### src/hdl/mts_pkg.sv
// Shared constants, codes and control types for the min-tracking stack.
`default_nettype none
package mts_pkg;

  localparam int DEPTH_DEF      = 1024;
  localparam int DATA_WIDTH_DEF = 32;

  localparam int CFG_W   = 11;
  localparam int COUNT_W = 11;
  localparam int STAT_W  = 2;

  localparam logic [CFG_W-1:0] CAP_RESET = 11'd1024;

  localparam logic CMD_PUSH = 1'b0;
  localparam logic CMD_POP  = 1'b1;

  localparam logic [STAT_W-1:0] ST_DONE  = 2'd0;
  localparam logic [STAT_W-1:0] ST_FULL  = 2'd1;
  localparam logic [STAT_W-1:0] ST_EMPTY = 2'd2;

  // Commands from the controller to the datapath.
  typedef struct packed {
    logic load;     // take the request on the input ports
    logic capture;  // load the new top entry from the store read
  } mts_cmd_t;

endpackage
`default_nettype wire

### src/hdl/mts_ctrl.sv
// Controller state machine: handshakes and sequencing of push and pop requests.
`default_nettype none
module mts_ctrl (
  input  wire logic             clk,
  input  wire logic             rst_n,
  input  wire logic             in_valid,
  input  wire logic             in_cmd,
  output      logic             in_stall,
  output      logic             out_valid,
  input  wire logic             out_stall,
  output      mts_pkg::mts_cmd_t cmd
);

  localparam logic [1:0] S_IDLE = 2'd0;
  localparam logic [1:0] S_READ = 2'd1;
  localparam logic [1:0] S_OUT  = 2'd2;

  logic [1:0] state_r;
  logic [1:0] state_nxt;
  logic       take;
  logic [1:0] after_take;

  // Accept in idle, or while the held result leaves at this edge.
  assign in_stall   = !((state_r == S_IDLE) || ((state_r == S_OUT) && !out_stall));
  assign take       = in_valid && !in_stall;
  assign out_valid  = (state_r == S_OUT);
  assign after_take = (in_cmd == mts_pkg::CMD_POP) ? S_READ : S_OUT;

  assign cmd.load    = take;
  assign cmd.capture = (state_r == S_READ);

  always_comb begin
    state_nxt = state_r;
    unique case (state_r)
      S_IDLE: begin
        if (take) state_nxt = after_take;
      end
      S_READ: begin
        state_nxt = S_OUT;
      end
      S_OUT: begin
        if (!out_stall) state_nxt = take ? after_take : S_IDLE;
      end
      default: begin
        state_nxt = S_IDLE;
      end
    endcase
  end

  always_ff @(posedge clk) begin
    if (!rst_n) begin
      state_r <= S_IDLE;
    end else begin
      state_r <= state_nxt;
    end
  end

endmodule
`default_nettype wire

### config.mk
export PLATFORM = sky130hd
export DESIGN_NAME = mts_ctrl
export DESIGN_NICKNAME = d
export VERILOG_FILES = /design/src/hdl/mts_pkg.sv /design/src/hdl/mts_ctrl.sv
export SDC_FILE = /design/constraint.sdc
export NUM_CORES = 1
export LEC_CHECK = 0
export BUFFER_PORTS_ARGS = -buffer_cell sky130_fd_sc_hd__buf_2
export CORE_AREA = 3 3 40 42
export CTS_CLUSTER_SIZE = 20
export DETAILED_ROUTE_END_ITERATION = 16
export DIE_AREA = 0 0 43 45
export GPL_ROUTABILITY_DRIVEN = 0
export GPL_TIMING_DRIVEN = 0
export SLEW_MARGIN = 5
export SYNTH_ARGS = -nofsm -noshare
export SYNTH_HDL_FRONTEND = slang
export SYNTH_SLANG_ARGS = --single-unit
### constraint.sdc
create_clock -name clk -period 2.33 [get_ports clk]
set_clock_uncertainty 0.05 [all_clocks]
set_input_delay 0.3495 -clock clk [delete_from_list [all_inputs] [get_ports clk]]
set_output_delay 0.3495 -clock clk [all_outputs]
set_load 0.02 [all_outputs]
### After elaboration in Yosys (flattened, before gate mapping)

Cells that the tools add are included.
W data, S select, Z words.

| cells by class | value |
|---|---|
| muxes and demuxes | 5 |
| eq/ne operators | 4 |
| reductions and logical operators | 7 |

Operators by type and width:

| kind | count |
|---|---|
| $mux W2 | 4 |
| $pmux W2 S3 | 1 |
| $ne A2 B2 Y1 const B | 2 |
| $eq A2 B1 Y1 const B | 1 |
| $eq A2 B2 Y1 const B | 1 |
| $logic_and A1 B1 Y1 | 2 |
| $logic_not A1 Y1 | 2 |
| $logic_not A2 Y1 | 1 |
| $reduce_and A2 Y1 | 1 |
| $logic_or A1 B1 Y1 | 1 |

| word-level totals | value |
|---|---|
| input bits | 5 |
| output and inout port bits | 4 |
| flip-flop bits (word level) | 2 |
| logic and storage cells | 17 |

### Longest topological paths before layout

| logic depth | value |
|---|---|
| depth after elaboration | 7 |
| gate-level depth with buffers | 3 |
| mapped depth without buffers | 2 |

### Least setup slack after synthesis

No wires, ideal clock.

| timing path | value |
|---|---|
| path kind | input to output |
| from | input out_stall |
| to | output cmd[1] in the netlist's numbering |
| buffers on the path | 1 |
| stages on the path | 3 |
| path slack | 1.153 ns |
| required time | 1.931 ns |
| data arrival time | 0.778 ns |
| cells stage by stage | a21oi_1 and2_1 buf_4 |

| between the ends | value |
|---|---|
| cells in the longest elaborated chain, start to end | 4 |

Ends and longest elaborated chain:

| item | line | text |
|---|---|---|
| start, declared | mts_ctrl.sv:10 | `input wire logic out_stall,` |
| $logic_not A1 Y1 | -- |  |
| $logic_and A1 B1 Y1 | mts_ctrl.sv:24 | `assign in_stall = !((state_r == S_IDLE) \|\| ((state_r == S_OUT) && !out_stall));` |
| $logic_or A1 B1 Y1 | mts_ctrl.sv:24 |  |
| $logic_and A1 B1 Y1 | mts_ctrl.sv:25 | `assign take = in_valid && !in_stall;` |
| end, declared | mts_ctrl.sv:11 | `output mts_pkg::mts_cmd_t cmd` |

No other way between the ends.

### Final worst setup path

| timing path | value |
|---|---|
| from | register state_r[0] |
| to | output cmd[1] in the netlist's numbering |

| between the ends | value |
|---|---|
| cells in the longest elaborated chain, start to end | 4 |
| elaborated cells on any way between the ends | 5 |
| those cells by class | eq/ne (1); reduce/logical (4) |

Ends and longest elaborated chain:

| item | line | text |
|---|---|---|
| start, declared | mts_ctrl.sv:18 | `logic [1:0] state_r;` |
| start signal, assigned | mts_ctrl.sv:54 | `state_r <= state_nxt;` |
| $eq A2 B2 Y1 | mts_ctrl.sv:24 |  |
| $logic_and A1 B1 Y1 | mts_ctrl.sv:24 |  |
| $logic_or A1 B1 Y1 * | mts_ctrl.sv:24 |  |
| $logic_and A1 B1 Y1 * | mts_ctrl.sv:25 |  |

Every way passes the cells marked *; elsewhere a longest branch is shown, timed or not.

==> run summary <==
HP Class: input pin to flip-flop
Max incr delay on CP: 0.32 ns
Fin crit period: 1.522 ns
Fmax: 657.1 MHz
P_sw: 0.03298 mW
Final setup violation count: 0
Sequential-to-total area share from yosys stat: 35.56%
Number of synthesized flops with an enable pin: 0
Grt total ovfl: 0
CTS Buffer Depth: 2
Post-Syn Area: 112.6 um2
RSZ-0062 raised after global routing: false
Layout area overhead: 72.22%
Top reg by flops: state_r
Mean area per synthesized cell: 8.662 um2
Hold Slack: 0.3249 ns
Power per cell area: 712.1 nW/um2
CTS buffer count: 3
Critical-path maximum fanout: 5
Worst-Margin Slew: 0.1905 ns
Hold buffers post-CTS: 0
Routed WL per cell: 6.436 um
Fin crit share: 65.32%
Main synth FF type: dfxtp_1
Root buf cell: clkbuf_4
R2R Path End: state_r[1]$_SDFFE_PN0P_
Total power: 0.1381 mW
I/O pin count: 9
Die Width: 43 um
Status: complete, no violations
Final setup TNS: 0 ns
Synth top cells by count: 2 x and2_1, 2 x dfxtp_1, 2 x nor2b_1
Setup Buffers After CTS: 0
Syn_nets: 18
Worst rel slew slack: 87.30%
Core area: 1285 um2
Critical path class: flip-flop to output port
Flop pwr share: 27.9%
Final Hold Viols: 0
Worst Setup SP: state_r[0]$_SDFFE_PN0P_
Post_cts resized: 0
CP endpoint kind: output port
Worst r2r src: state_r[1]$_SDFFE_PN0P_
Clock power share: 55.0%
CP cell instances: a21oi_1 -> and2_1 -> buf_4 -> buf_2
Clk sinks: 2
Fill count: 150
Die Area: 1935 um2
N_diodes: 0
Number of port buffers: 8
Worst-skew pair later-pin latency: 0.22 ns
Drt first pass iters: 2
Critical Path Start Type: flip-flop
Hold_sp: rst_n
Initial Util: 8.763%
Ys Warns: 0
Global Route Usage Sum: 3.741%
Synth top area share: 35.56%
DRT antenna net count: 0
Switch share: 23.88%
Worst path required time: 1.93 ns
Combinational share of power: 17.1%
Slew Limit Fails: 0
Layout cells sized above 1: 54.17%
H-tree depth: 1
Top post-synthesis cells by area: dfxtp_1 36%, and2_1 11%, nor2b_1 11%
Synth unique cells: 10
R2r worst-path depth: 2
Vias per std cell: 3.154
Clock transition at path regs: 0.03 ns
Maxcap violations: 0
Internal: 0.1051 mW
Largest net degree at the start of global routing: 6
Min-Delay Endpoint: state_r[1]$_SDFFE_PN0P_
#FFs+latches synth: 2
WHS Path Cells: 2
Std-Cell Rows: 13
Fin nets: 31
Mapped Cells: 13
Initial DRC count: 1
Post-synth top area cell: dfxtp_1
Vias in the first global route: 138
VDD IR max: 87.61 uV
Post-route DRC: 0
CTS tree: built
Ys async rst share: 0%
Total wire length: 251 um
First-pass GRT wire length: 441 um
Max FFs per register: 2
Die height: 45 um
WP data arrival: 1.12 ns
Top Registers: state_r: 2 flops
Vias post-DR: 123
Flop2flop setup slack: 1.39 ns
Slowest cell on crit path: dfxtp_1
Leakage Power: 0.1060 nW
Initial antenna violation count: 0
## worst max-delay path: cells and delay by family, from the launching register on
kind	cells	cell delay (ns)
and+or+nand+nor	1	0.15
buffers and inverters	2	0.23
AOI/OAI and AO/OA	1	0.19
DFF	1	0.32
## through the flow
step	util [%]	area [um2]	cells	worst slack, ns
2_1_floorplan	-	112.6	13	1.153
3_3_place_gp	13.34	171.4	36	0.8810
3_5_place_dp	13.34	171.4	36	0.8835
4_1_cts	15.09	193.9	39	0.7835
5_1_grt	15.09	193.9	39	0.6994
6_report	15.09	193.9	39	0.8081
## worst max path at each step
stage | to | slack, ns | cells past startpoint
final | cmd[1] | 0.81 | 4
after CTS | cmd[1] | 0.78 | 4
after global placement | cmd[1] | 0.88 | 5
after detailed placement | cmd[1] | 0.88 | 5
after floorplan | cmd[1] | 1.15 | 3
after global routing | cmd[1] | 0.70 | 4
## placed cells by master (no fill, tap or decap)
master	synthesis	routed
dfxtp_1	2	2
a21oi_1	1	1
buf_2	0	8
and2_1	2	2
o311a_1	1	1
nand2_1	1	1
buf_4	1	1
and2b_2	1	1
clkbuf_4	0	3
and4_1	1	1
nor2b_1	2	2
inv_1	1	1
## final cells by class
type / instances / area, um2 / area share, %
Buffer: 1 / 7.507 / 3.871
Inverter: 1 / 3.754 / 1.935
Clock buffer: 3 / 22.52 / 11.61
Multi-Input combinational cell: 9 / 61.31 / 31.61
Tap cell: 15 / 18.77 / 9.677
Timing Repair Buffer: 8 / 40.04 / 20.65
Sequential cell: 2 / 40.04 / 20.65
## power by group through the flow
stage	clock [mW]	combinational, mW	sequential [mW]
4_1_cts	0.0823	0.0241	0.0384
6_report	0.0760	0.0236	0.0385
2_1_floorplan	0	0.0153	0.0386
3_3_place_gp	0	0.0241	0.0388
5_1_grt	0.0875	0.0266	0.0390
3_5_place_dp	0	0.0240	0.0389
## kinds of logic after synthesis
| family | synth area share [%] |
|---|---|
| buffers and inverters | 9.999 |
| DFF | 35.56 |
| and+or+nand+nor | 41.11 |
| AOI/OAI and AO/OA | 13.33 |
## routing by layer
metal | vias up | track usage [%] | part of all wire [%]
li1 | 65 | - | -
met4 | 0 | 7.229 | 0
met2 | 4 | 4.790 | 54
met1 | 54 | 2.638 | 36
met3 | 0 | 2.390 | 9.2
met5 | - | 0 | 0
No activity file was read; power rests on OpenSTA's default activity.
